==> config.mk <==
export PLATFORM = sky130hd
export DESIGN_NAME = mandelbrot_escape_time_pixel_core
export DESIGN_NICKNAME = d
export VERILOG_FILES = /design/src/hdl/metp_pkg.sv /design/src/hdl/mandelbrot_escape_time_pixel_core.sv
export VERILOG_INCLUDE_DIRS = /design/src /design/src/hdl
export SDC_FILE = /design/constraint.sdc
export NUM_CORES = 2
export LEC_CHECK = 0
export ABC_AREA = 1
export BUFFER_PORTS_ARGS = -buffer_cell sky130_fd_sc_hd__buf_4
export CELL_PAD_IN_SITES_DETAIL_PLACEMENT = 1
export CELL_PAD_IN_SITES_GLOBAL_PLACEMENT = 2
export CORE_MARGIN = 4
export CORE_UTILIZATION = 43
export CTS_CLUSTER_SIZE = 40
export DETAILED_ROUTE_END_ITERATION = 8
export GPL_TIMING_DRIVEN = 0
export PLACE_DENSITY_LB_ADDON = 0.1
export SYNTH_ARGS = -nofsm -noshare
export SYNTH_HDL_FRONTEND = slang
export SYNTH_SLANG_ARGS = --single-unit
export TNS_END_PERCENT = 10
==> constraint.sdc <==
create_clock -name clk -period 20.4 [get_ports clk]
set_input_delay 3.06 -clock clk [delete_from_list [all_inputs] [get_ports clk]]
set_output_delay 3.06 -clock clk [all_outputs]
set_load 0.005 [all_outputs]
==> src/hdl/mandelbrot_escape_time_pixel_core_macros.svh <==
// ----------------------------------------------------------------------------
// Mandelbrot escape-time core assertion macros
// Concurrent assertion wrappers, compiled out when NO_ASSERTIONS is defined.
// ----------------------------------------------------------------------------
`ifndef MANDELBROT_ESCAPE_TIME_PIXEL_CORE_MACROS_SVH
`define MANDELBROT_ESCAPE_TIME_PIXEL_CORE_MACROS_SVH

`ifndef NO_ASSERTIONS

// same-cycle implication
`define METP_ASSERT_IMP(name, clk, rst, ante, cons, msg) \
  name: assert property (@(posedge clk) disable iff (rst) (ante) |-> (cons)) \
    else $error(msg);

// next-cycle implication
`define METP_ASSERT_NXT(name, clk, rst, ante, cons, msg) \
  name: assert property (@(posedge clk) disable iff (rst) (ante) |=> (cons)) \
    else $error(msg);

`else

`define METP_ASSERT_IMP(name, clk, rst, ante, cons, msg)

`define METP_ASSERT_NXT(name, clk, rst, ante, cons, msg)

`endif

`endif

==> src/hdl/metp_pkg.sv <==
// ----------------------------------------------------------------------------
// metp_pkg
// Widths, reset values and register indices of the escape-time core.
// ----------------------------------------------------------------------------
package metp_pkg;

  // payload and register widths
  localparam int PixelW  = 12;
  localparam int WidthW  = 13;
  localparam int HeightW = 13;
  localparam int LimitW  = 16;
  localparam int CountW  = 16;

  // configuration port
  localparam int CfgAddrW = 2;
  localparam int CfgDataW = 16;

  localparam logic [CfgAddrW-1:0] RegImageWidth     = 2'd0;
  localparam logic [CfgAddrW-1:0] RegImageHeight    = 2'd1;
  localparam logic [CfgAddrW-1:0] RegIterationLimit = 2'd2;

  localparam logic [WidthW-1:0]  ResetImageWidth     = 13'd1200;
  localparam logic [HeightW-1:0] ResetImageHeight    = 13'd800;
  localparam logic [LimitW-1:0]  ResetIterationLimit = 16'd30;

  // parameter defaults
  localparam int CoordBitsDefault = 12;
  localparam int FracBitsDefault  = 28;

  // coordinate mapping: numerators, denominator 10*h and division remainder
  localparam int NumW = 20;
  localparam int DenW = 17;
  localparam int RemW = 18;

  // multiplier digit width, second operand is consumed this many bits a cycle
  localparam int MulDigitW = 16;

endpackage

==> src/hdl/mandelbrot_escape_time_pixel_core.sv <==
// ----------------------------------------------------------------------------
// Mandelbrot escape-time pixel core
// Steps: S_MAP maps the coordinate, S_PREP the integer part, S_DIV the fraction
// bits, then S_CHECK, S_MUL and S_UPDATE for each iteration. A pixel stops on
// the limit or the range check, or when |z|^2 > 4 ends it; a point off the
// plane or a zero limit goes from S_PREP to S_FINISH. One pixel at a time, the
// next once the result is registered; three shared products per iteration.
// Synchronous reset restores the register defaults; no clearing pass.
// ----------------------------------------------------------------------------
`include "mandelbrot_escape_time_pixel_core_macros.svh"

module mandelbrot_escape_time_pixel_core #(
  parameter int COORD_BITS = metp_pkg::CoordBitsDefault,
  parameter int FRAC_BITS  = metp_pkg::FracBitsDefault
) (
  input  logic                          clk,
  input  logic                          rst,
  // configuration
  input  logic                          cfg_we,
  input  logic [metp_pkg::CfgAddrW-1:0] cfg_index,
  input  logic [metp_pkg::CfgDataW-1:0] cfg_data,
  // pixel in
  input  logic                          in_valid,
  output logic                          in_ready,
  input  logic [metp_pkg::PixelW-1:0]   pixel_x,
  input  logic [metp_pkg::PixelW-1:0]   pixel_y,
  // result out
  output logic                          out_valid,
  input  logic                          out_ready,
  output logic [metp_pkg::CountW-1:0]   iteration_count,
  output logic                          escaped
);

  import metp_pkg::*;

  localparam int ZW      = FRAC_BITS + 5;   // z, signed, up to +-16
  localparam int CW      = FRAC_BITS + 3;   // c signed, square magnitudes
  localparam int MW      = FRAC_BITS + 2;   // operand magnitude, up to 2.0
  localparam int NDig    = (MW + MulDigitW - 1) / MulDigitW;
  localparam int BPadW   = NDig * MulDigitW;
  localparam int AccW    = MW + BPadW;
  localparam int PW      = MW + MulDigitW;
  localparam int StepW   = $clog2(FRAC_BITS);
  localparam int DigIdxW = (NDig > 1) ? $clog2(NDig) : 1;

  localparam logic [PixelW-1:0] CoordMask =
    (COORD_BITS >= PixelW) ? {PixelW{1'b1}} : PixelW'((1 << COORD_BITS) - 1);

  localparam logic signed [ZW-1:0] FxTwo    = {3'b000, 1'b1, {(FRAC_BITS+1){1'b0}}};
  localparam logic signed [ZW-1:0] FxTwoNeg = -FxTwo;
  localparam logic [CW:0]          FxFour   = {2'b01, {(FRAC_BITS+2){1'b0}}};
  localparam logic [CW-1:0]        FxFourSq = {1'b1, {(FRAC_BITS+2){1'b0}}};
  localparam logic [MW-1:0]        MaxMag   = {1'b1, {(FRAC_BITS+1){1'b0}}};

  typedef enum logic [2:0] {
    S_IDLE, S_MAP, S_PREP, S_DIV, S_CHECK, S_MUL, S_UPDATE, S_FINISH
  } state_t;

  typedef enum logic [1:0] {OP_RR, OP_II, OP_RI} mul_op_t;

  typedef struct packed {
    logic [1:0]      q;
    logic [RemW-1:0] r;
  } int_div_t;

  typedef struct packed {
    logic            b;
    logic [RemW-1:0] r;
  } div_bit_t;

  // integer part of |n|/d, valid for |n| <= 2d
  function automatic int_div_t int_step(input logic [NumW-1:0] n,
                                        input logic [DenW-1:0] d);
    int_div_t res;
    if (n == NumW'({d, 1'b0})) begin
      res.q = 2'd2;
      res.r = '0;
    end else if (n >= NumW'(d)) begin
      res.q = 2'd1;
      res.r = RemW'(n - NumW'(d));
    end else begin
      res.q = 2'd0;
      res.r = n[RemW-1:0];
    end
    return res;
  endfunction

  // one restoring division step
  function automatic div_bit_t div_step(input logic [RemW-1:0] r,
                                        input logic [DenW-1:0] d);
    div_bit_t        res;
    logic [RemW:0]   r2;
    r2 = {r, 1'b0};
    if (r2 >= (RemW+1)'(d)) begin
      res.b = 1'b1;
      res.r = RemW'(r2 - (RemW+1)'(d));
    end else begin
      res.b = 1'b0;
      res.r = r2[RemW-1:0];
    end
    return res;
  endfunction

  state_t  state;
  mul_op_t op;

  logic [WidthW-1:0]  image_width;
  logic [HeightW-1:0] image_height;
  logic [LimitW-1:0]  iteration_limit;

  logic [PixelW-1:0]      px, py;
  logic signed [NumW-1:0] n_re, n_im;
  logic [DenW-1:0]        den;
  logic                   neg_re, neg_im;
  logic [RemW-1:0]        rem_re, rem_im;
  logic [MW-1:0]          q_re, q_im;
  logic signed [CW-1:0]   c_re, c_im;
  logic signed [ZW-1:0]   z_re, z_im;
  logic [MW-1:0]          zr_mag, zi_mag;
  logic                   ri_neg;
  logic [CW-1:0]          sq_re, sq_im, prod_ri;
  logic [AccW-1:0]        acc;
  logic [StepW-1:0]       step;
  logic [CountW-1:0]      count;
  logic                   esc;

  // coordinate mapping
  logic [HeightW-1:0]     h_eff;
  logic signed [NumW-1:0] n_re_calc, n_im_calc;
  logic [DenW-1:0]        den_calc;
  logic [NumW-1:0]        abs_re, abs_im;
  logic                   in_plane;
  int_div_t               int_re, int_im;
  div_bit_t               bit_re, bit_im;
  logic [MW-1:0]          q_re_next, q_im_next;

  // shared multiplier
  logic [MW-1:0]          mul_a, mul_b;
  logic [BPadW-1:0]       mul_b_pad;
  logic [DigIdxW-1:0]     dig_idx;
  logic [MulDigitW-1:0]   mul_digit;
  logic [PW-1:0]          mul_prod;
  logic [AccW-1:0]        acc_next;
  logic [CW-1:0]          mul_res;

  // iteration
  logic                   outside;
  logic [CW:0]            mag_sq;
  logic signed [ZW-1:0]   ri2, z_re_next, z_im_next;

  assign in_ready = (state == S_IDLE);

  assign h_eff     = (image_height == '0) ? HeightW'(1) : image_height;
  assign n_re_calc = $signed(NumW'(px) * NumW'(24) - NumW'(image_width) * NumW'(12)
                             - NumW'(h_eff) * NumW'(5));
  assign n_im_calc = $signed(NumW'(py) * NumW'(24) - NumW'(h_eff) * NumW'(12));
  assign den_calc  = DenW'(h_eff) * DenW'(10);

  assign abs_re   = n_re[NumW-1] ? NumW'(-n_re) : NumW'(n_re);
  assign abs_im   = n_im[NumW-1] ? NumW'(-n_im) : NumW'(n_im);
  assign in_plane = (abs_re <= NumW'({den, 1'b0})) && (abs_im <= NumW'({den, 1'b0}));
  assign int_re   = int_step(abs_re, den);
  assign int_im   = int_step(abs_im, den);

  assign bit_re    = div_step(rem_re, den);
  assign bit_im    = div_step(rem_im, den);
  assign q_re_next = {q_re[MW-2:0], bit_re.b};
  assign q_im_next = {q_im[MW-2:0], bit_im.b};

  always_comb begin
    case (op)
      OP_RR:   begin mul_a = zr_mag; mul_b = zr_mag; end
      OP_II:   begin mul_a = zi_mag; mul_b = zi_mag; end
      OP_RI:   begin mul_a = zr_mag; mul_b = zi_mag; end
      default: begin mul_a = zr_mag; mul_b = zi_mag; end
    endcase
  end

  // most significant digit first
  assign mul_b_pad = BPadW'(mul_b);
  assign dig_idx   = DigIdxW'(NDig - 1) - step[DigIdxW-1:0];
  assign mul_digit = mul_b_pad[dig_idx*MulDigitW +: MulDigitW];
  assign mul_prod  = PW'(mul_a) * PW'(mul_digit);
  assign acc_next  = (step == '0) ? AccW'(mul_prod)
                                  : (acc << MulDigitW) + AccW'(mul_prod);
  assign mul_res   = acc_next[FRAC_BITS +: CW];

  assign outside = (z_re > FxTwo) || (z_re < FxTwoNeg) ||
                   (z_im > FxTwo) || (z_im < FxTwoNeg);
  assign mag_sq  = (CW+1)'(sq_re) + (CW+1)'(sq_im);

  assign ri2       = $signed({1'b0, prod_ri, 1'b0});
  assign z_re_next = $signed({2'b00, sq_re}) - $signed({2'b00, sq_im}) + ZW'(c_re);
  assign z_im_next = (ri_neg ? -ri2 : ri2) + ZW'(c_im);

  always_ff @(posedge clk) begin
    if (rst) begin
      state           <= S_IDLE;
      op              <= OP_RR;
      step            <= '0;
      out_valid       <= 1'b0;
      image_width     <= ResetImageWidth;
      image_height    <= ResetImageHeight;
      iteration_limit <= ResetIterationLimit;
    end else begin
      if (cfg_we) begin
        case (cfg_index)
          RegImageWidth:     image_width     <= cfg_data[WidthW-1:0];
          RegImageHeight:    image_height    <= cfg_data[HeightW-1:0];
          RegIterationLimit: iteration_limit <= cfg_data[LimitW-1:0];
          default: ;
        endcase
      end

      if (out_valid && out_ready && state != S_FINISH) begin
        out_valid <= 1'b0;
      end

      case (state)
        S_IDLE: begin
          if (in_valid) begin
            px    <= pixel_x & CoordMask;
            py    <= pixel_y & CoordMask;
            count <= '0;
            state <= S_MAP;
          end
        end

        S_MAP: begin
          n_re  <= n_re_calc;
          n_im  <= n_im_calc;
          den   <= den_calc;
          state <= S_PREP;
        end

        S_PREP: begin
          neg_re <= n_re[NumW-1];
          neg_im <= n_im[NumW-1];
          rem_re <= int_re.r;
          rem_im <= int_im.r;
          q_re   <= MW'(int_re.q);
          q_im   <= MW'(int_im.q);
          step   <= '0;
          if (iteration_limit == '0 || !in_plane) begin
            esc   <= (iteration_limit != '0);
            state <= S_FINISH;
          end else begin
            state <= S_DIV;
          end
        end

        S_DIV: begin
          rem_re <= bit_re.r;
          rem_im <= bit_im.r;
          q_re   <= q_re_next;
          q_im   <= q_im_next;
          if (step == StepW'(FRAC_BITS - 1)) begin
            c_re  <= neg_re ? -$signed({1'b0, q_re_next}) : $signed({1'b0, q_re_next});
            c_im  <= neg_im ? -$signed({1'b0, q_im_next}) : $signed({1'b0, q_im_next});
            z_re  <= ZW'(neg_re ? -$signed({1'b0, q_re_next}) : $signed({1'b0, q_re_next}));
            z_im  <= ZW'(neg_im ? -$signed({1'b0, q_im_next}) : $signed({1'b0, q_im_next}));
            step  <= '0;
            state <= S_CHECK;
          end else begin
            step <= step + StepW'(1);
          end
        end

        S_CHECK: begin
          zr_mag <= MW'(z_re[ZW-1] ? -z_re : z_re);
          zi_mag <= MW'(z_im[ZW-1] ? -z_im : z_im);
          ri_neg <= z_re[ZW-1] ^ z_im[ZW-1];
          op     <= OP_RR;
          step   <= '0;
          if (count >= iteration_limit) begin
            esc   <= 1'b0;
            state <= S_FINISH;
          end else if (outside) begin
            esc   <= 1'b1;
            state <= S_FINISH;
          end else begin
            state <= S_MUL;
          end
        end

        S_MUL: begin
          acc <= acc_next;
          if (step == StepW'(NDig - 1)) begin
            step <= '0;
            case (op)
              OP_RR: begin
                sq_re <= mul_res;
                op    <= OP_II;
              end
              OP_II: begin
                sq_im <= mul_res;
                op    <= OP_RI;
              end
              default: begin
                prod_ri <= mul_res;
                state   <= S_UPDATE;
              end
            endcase
          end else begin
            step <= step + StepW'(1);
          end
        end

        S_UPDATE: begin
          if (mag_sq > FxFour) begin
            esc   <= 1'b1;
            state <= S_FINISH;
          end else begin
            z_re  <= z_re_next;
            z_im  <= z_im_next;
            count <= count + CountW'(1);
            state <= S_CHECK;
          end
        end

        S_FINISH: begin
          // result register frees up on the same edge it is taken
          if (!out_valid || out_ready) begin
            iteration_count <= count;
            escaped         <= esc;
            out_valid       <= 1'b1;
            state           <= S_IDLE;
          end
        end

        default: state <= S_IDLE;
      endcase
    end
  end

  `METP_ASSERT_IMP(a_mag_bound, clk, rst, state == S_MUL, zr_mag <= MaxMag && zi_mag <= MaxMag, "operand above 2.0 in multiplier")
  `METP_ASSERT_IMP(a_sq_bound, clk, rst, state == S_UPDATE, sq_re <= FxFourSq && sq_im <= FxFourSq, "square above 4.0")
  `METP_ASSERT_IMP(a_out_src, clk, rst, $rose(out_valid), $past(state == S_FINISH), "result word without finish")
  `METP_ASSERT_NXT(a_mul_flow, clk, rst, state == S_MUL, state == S_MUL || state == S_UPDATE, "multiply sequence broken")

endmodule
# ---- After elaboration in Yosys (flattened, before gate mapping)
# Index checks and enable logic that the tools add are counted.
dict set report totals {
  inputBits 47
  reg_bits 588
  out_inout_bits 19
  elab_cells 207
}
dict set report op_classes {
  n_addsub 24
  n_mul 7
  n_reduce_logical 44
  shift 1
  eq_ne 25
  n_bitwise 3
  n_mux 56
  magnitude_cmp 12
}
# op n
set op_table {}
lappend op_table {{$mux 33} 7}
lappend op_table {{$mux 30} 6}
lappend op_table {{$pmux 33 s2} 2}
lappend op_table {{$pmux 29 s2} 2}
lappend op_table {{$mux 20} 4}
lappend op_table {{$mux 19} 4}
lappend op_table {{$pmux 18 s2} 2}
lappend op_table {{$sub 18x17->18} 4}
lappend op_table {{$gt 33x31->1 const B} 2}
lappend op_table {{$lt 33x30->1 const B} 2}
lappend op_table {{$neg 30->33} 2}
lappend op_table {{$neg 30->31} 2}
lappend op_table {{$neg 30->30} 2}
lappend op_table {{$add 59x46->59} 1}
lappend op_table {{$mux 59} 1}
lappend op_table {{$mul 30x16->46} 1}
lappend op_table {{$eq 20x18->1} 2}
lappend op_table {{$ge 20x17->1} 2}
lappend op_table {{$le 20x18->1} 2}
lappend op_table {{$neg 20->20} 2}
lappend op_table {{$ge 19x17->1} 2}
lappend op_table {{$sub 17x17->18} 2}
lappend op_table {{$add 32x31->33} 1}
lappend op_table {{$add 33x31->33} 1}
lappend op_table {{other kinds (52)} 114}

# ---- Depth between registers and ports, before layout
dict set report logic_depth {
  ltp_word 8
  ltp_mapped 51
  ltp_nobuf 49
}

# ---- Least setup slack after synthesis
# No wires, ideal clock.
dict set report synth_timing {
  kind {reg-to-reg}
  startpoint {reg op[1]}
  endpoint {reg prod_ri[25] (data pin)}
  stages_incl_launch_ff 45
  arrival_time_ns 8.276
  required_time_ns 20.140
  path_slack_ns 11.864
  n_path_buf 3
  period_less_slack_ns 8.536
  setup_time_ns 0.260
  cell_sequence {dfxtp_1 -> nor2_1 -> clkbuf_1 -> clkbuf_1 -> nand2_1 -> o211ai_1 -> nand2_1 -> inv_2 -> clkbuf_1 -> nand2_1 -> fa_1 -> inv_1 -> fa_1 -> inv_1 -> fa_1 -> inv_1 -> fa_1 -> fa_1 -> [9 not listed] -> o21ai_1 -> nand2_1 -> o211ai_1 -> or2_1 -> and2_1 -> ha_1 -> nand2_1 -> nor2_1 -> inv_1 -> nor3_1 -> and3_1 -> a21oi_1 -> o21bai_1 -> nand2_1 -> o21ai_1 -> nand3_1 -> nand2_1 -> nor2_1}
}
dict set report synth_between {
  elab_chain_cells 6
  elab_cells_between_ends 8
  cone_classes {add/sub: 1; mul: 1; eq/ne: 1; shift: 1; mux: 3; reduce/logical: 1}
}
# element line_no
set synth_lines {}
lappend synth_lines {{start, declared} mandelbrot_escape_time_pixel_core.sv:105} ;# mul_op_t op;
lappend synth_lines {{start signal, assigned} mandelbrot_escape_time_pixel_core.sv:199} ;# op <= OP_RR;
lappend synth_lines {{start signal, assigned} mandelbrot_escape_time_pixel_core.sv:273} ;# op <= OP_RR;
lappend synth_lines {{start signal, assigned} mandelbrot_escape_time_pixel_core.sv:293} ;# op <= OP_II;
lappend synth_lines {{$logic_not 2->1} mandelbrot_escape_time_pixel_core.sv:171} ;# case (op)
lappend synth_lines {{$mux 30} mandelbrot_escape_time_pixel_core.sv:171}
lappend synth_lines {{$shiftx 32x6->16} mandelbrot_escape_time_pixel_core.sv:182} ;# assign mul_digit = mul_b_pad[dig_idx*MulDigitW +: MulDigitW];
lappend synth_lines {{$mul 30x16->46 *} mandelbrot_escape_time_pixel_core.sv:183} ;# assign mul_prod = PW'(mul_a) * PW'(mul_digit);
lappend synth_lines {{$add 59x46->59 *} mandelbrot_escape_time_pixel_core.sv:185} ;# : (acc << MulDigitW) + AccW'(mul_prod);
lappend synth_lines {{$mux 59 *} mandelbrot_escape_time_pixel_core.sv:184} ;# assign acc_next = (step == '0) ? AccW'(mul_prod)
lappend synth_lines {{net acc_next[53]} mandelbrot_escape_time_pixel_core.sv:143} ;# logic [AccW-1:0] acc_next;
lappend synth_lines {{end signal, assigned} mandelbrot_escape_time_pixel_core.sv:300} ;# prod_ri <= mul_res;
lappend synth_lines {{end, declared} mandelbrot_escape_time_pixel_core.sv:121} ;# logic [CW-1:0] sq_re, sq_im, prod_ri;
# Mark *: on every way through the listed nets, which the timed path passes. The rest lies on a longest branch.
# A chain may end at the register's enable or synchronous reset.

# ---- Final worst setup path
dict set report layout_timing {
  startpoint {reg op[0]}
  endpoint {reg sq_re[21] (data pin)}
}
dict set report layout_between {
  elab_chain_cells 6
  elab_cells_between_ends 8
  cone_classes {add/sub: 1; mul: 1; eq/ne: 1; shift: 1; mux: 3; reduce/logical: 1}
}
# element line_no
set layout_lines {}
lappend layout_lines {{$logic_not 2->1} mandelbrot_escape_time_pixel_core.sv:171}
lappend layout_lines {{$mux 30} mandelbrot_escape_time_pixel_core.sv:171}
lappend layout_lines {{$shiftx 32x6->16} mandelbrot_escape_time_pixel_core.sv:182}
lappend layout_lines {{$mul 30x16->46 *} mandelbrot_escape_time_pixel_core.sv:183}
lappend layout_lines {{$add 59x46->59 *} mandelbrot_escape_time_pixel_core.sv:185}
lappend layout_lines {{$mux 59 *} mandelbrot_escape_time_pixel_core.sv:184}
lappend layout_lines {{net acc_next[49]} mandelbrot_escape_time_pixel_core.sv:143}
lappend layout_lines {{end signal, assigned} mandelbrot_escape_time_pixel_core.sv:292} ;# sq_re <= mul_res;
lappend layout_lines {{end, declared} mandelbrot_escape_time_pixel_core.sv:121}
# Marks and branches as above.

==> impl_metrics.toml <==
[outcome]
outcome = "finished with violations"
violated_checks = "max-capacitance violations, max-slew violations"

[cts]
clock_latency_ns = 0.67
cts_hold_repair.buffers = 0
cts-root-buf = "clkbuf_16"
clock_tree.buffer_depth = 3
tritoncts = "done"
h-tree-depth = 3
number_of_sinks_driven_by_the_clock_tree = 580
postCtsResizedCells = 0
clkSlewWorstSetupHoldPaths_ns = 0.06
tritoncts_buffer_count = 75
cts_setup_buffers = 0

[setup_path]
critical_path.endpoint_type = "flip-flop"
cp-start-kind = "flip-flop"
worstPathArrival_ns = 12.73
cp_num_buf_inv = 8
rr_startpoint = "op[0]$_SDFFE_PP0P_"
path_class = "flip-flop to flip-flop"
timing.critical_path.required_ns = 20.71
critPathSlowestCell = "o21ai_1"
crit_start = "op[0]$_SDFFE_PP0P_"
peak_fanout_along_the_critical_path = 10
path_delay_family = "adder cells"
max_stage_delay_ns = 1.01

[timing]
layout_worst_path_cycle_share_pct = 60.9
grt_setup_unrepaired = "no"
setup_tns_ns = 0
max_clock_freq_mhz = 80.5
finClkSkew_ns = 0.0250
number_of_hold_violations_in_the_final_report = 0
tightest_slew_ns = 1.51
final_period_minus_worst_setup_slack_ns = 12.42
report.final.slew_viol_count = 10
timing.max_slew.rel_slack_pct = -0.374
setup_viol = 0

[grt]
number_of_antenna_violations_at_the_first_check_in_global_routing = 8
global_route.overflow_total = 0
grt_pass1_wl_mm = 324
track_usage_pct = 29.8
first_global_vias = 53900
maximum_number_of_pins_on_one_net_before_global_route_repair = 38

[yosys]
syn-mean-instance-area_um2 = 8.01
synth_enable_flop_cells = 527
postSynthNetCount = 8333
synth.yosys.warnings = 0
mappedNetlistArea_um2 = 59000
synth_async_sr_flop_share_pct = 0
synth_seq_area_share_pct = 28.6
post_synth_inst_count = 7367
synth_seq_cells = 580
ys_dominant_reg_cell = "edfxtp_1"
synth_cell_types = 74

[layout]
sequential_cell_area_um2 = 16900
footprint_of_the_multi_input_gates_um2 = 36400
most_frequent_standard_cell_in_the_layout_excluding_fill_and_tap_cells = "nand2_1"
final_nets = 8508
most-common-layout-cells = "nand2_1, inv_1, nor2_1"
synthToLayoutAreaGrowth_pct = 9.57
final_layout_size_suffix_gt1_share_pct = 4.85
fillCellCount = 16700

[placed_design]
gp_congestion = 0.924
portBuffers = 65
detailedPlacementHpwl_mm = 179

[route]
ant_nets = 0
post_drt_via_cell_ratio = 5.41
drt-total-wl_mm = 214
drc_errors = 0
detailedRoute.firstPassIterationCount = 6
drtIter0Drc = 3334
via_count = 50800
avgRoutedWirePerCell_um = 22.8

[floorplan]
die_height_um = 378
die_area_um2 = 143000
dieWidth_um = 378
std_cell_core_area_um2 = 136000
initial_core_util_pct = 43.4
boundaryPins = 66
placementRows = 135

[job]
max_cap_violations = 1

[hold_path]
hold_class = "flip-flop to flip-flop"
hp-start = "step[2]$_SDFFE_PP0P_"
==> flip-flops by register name (all words and copies together) (netlist names), 16 cells and up <==
register	count
acc	43
c_im	31
c_re	31
count	16
iteration_count	16
iteration_limit	16
n_re	19
prod_ri	31
q_im	29
q_re	29
rem_im	17
rem_re	18
sq_im	31
sq_re	31
z_im	33
z_re	33
zi_mag	30
zr_mag	30
==> synthesized netlist by cell type, types with 5 or more instances <==
cell / count / area share [%]
o21ai_1: 95 / 0.81
nor3_1: 104 / 0.88
xor2_1: 317 / 4.7
o31ai_1: 18 / 0.23
o21bai_1: 24 / 0.31
o21a_1: 21 / 0.27
a21o_1: 18 / 0.23
or2_1: 7 / 0.074
nor3_2: 14 / 0.24
nor4_1: 28 / 0.30
clkinv_1: 15 / 0.095
nor2_2: 5 / 0.053
buf_2: 26 / 0.22
o21ai_0: 315 / 2.7
a31oi_1: 48 / 0.51
a211oi_1: 10 / 0.13
xnor2_1: 121 / 1.8
nand2_1: 1497 / 9.5
and2_1: 10 / 0.11
buf_6: 5 / 0.095
and3_1: 8 / 0.085
nand3b_1: 7 / 0.089
inv_2: 19 / 0.12
o221ai_1: 15 / 0.22
ha_1: 516 / 11
dfxtp_1: 53 / 1.8
o211ai_1: 59 / 0.75
a21oi_1: 542 / 4.6
clkbuf_1: 123 / 0.78
buf_1: 13 / 0.083
nand2_2: 5 / 0.053
nand3_1: 202 / 1.7
a21boi_1: 11 / 0.14
o21ai_2: 12 / 0.18
or2_2: 22 / 0.23
nand4_1: 58 / 0.61
edfxtp_1: 527 / 27
nor2_1: 710 / 4.5
inv_1: 1302 / 8.3
fa_1: 403 / 14
==> cell families (layout without fill, tap and decap cells) <==
group | Yosys count | count (layout) | synth area share (%)
flip-flops | 580 | 580 | 28.6
adder cells (fa/ha/maj) | 919 | 919 | 24.6
XOR/XNOR | 440 | 440 | 6.56
other | 0 | 2 | 0
AND/OR/NAND/NOR | 2699 | 2699 | 18.9
AO/OA/AOI/OAI | 1221 | 1221 | 11.6
buffers and inverters | 1508 | 1745 | 9.75
==> cell type report <==
class,instances,area share (%)
well taps,1781,3.45
clock buffers,96,3.17
repair buffers,98,1.41
inverters,1337,7.77
diodes,2,0.00774
clock inverters,43,0.600
plain buffers,171,1.12
multi-input cells,5279,56.4
flip-flops and latches,580,26.1
==> per-layer routing <==
layer / up-vias / global-route usage [%] / share of wire (%)
met5: - / 0 / 0
met4: 0 / 12.1 / 4.7
met3: 322 / 3.06 / 4.2
met2: 1111 / 51.4 / 48
met1: 25200 / 38.2 / 43
li1: 24100 / - / -
==> worst paths after layout <==
kind / to / slack [ns] / depth (start not counted)
min reg2reg: step[2]$_SDFFE_PP0P_ / 0.50 / 1
min: step[2]$_SDFFE_PP0P_ / 0.50 / 1
max: sq_re[21]$_DFFE_PP_ / 7.98 / 39
max reg2reg: sq_re[21]$_DFFE_PP_ / 7.98 / 39
==> worst reg2reg max path: cells and delay by family, from the launching register on <==
family	cells	cell delay (ns)
simple gates	11	2.05
buf+inv	8	1.69
flops	1	0.34
compound gates	12	3.97
fa+ha+maj	8	3.97
==> per-stage QoR <==
stage	hold slack, ns	utilization [%]	area [µm²]	setup WS [ns]	instances
after global routing	0.518	47.5	64700	7.38	9385
final	0.499	47.6	64700	7.98	9387
after CTS	0.502	47.5	64600	8.04	9384
after floorplan	0.400	-	59000	11.86	7367
after detailed placement	0.478	45.8	62200	8.10	9245
after global placement	0.472	45.4	61700	8.06	9213
Power is not shown: default switching activity piles up to over one toggle a cycle in this logic, so the estimate is an artifact.
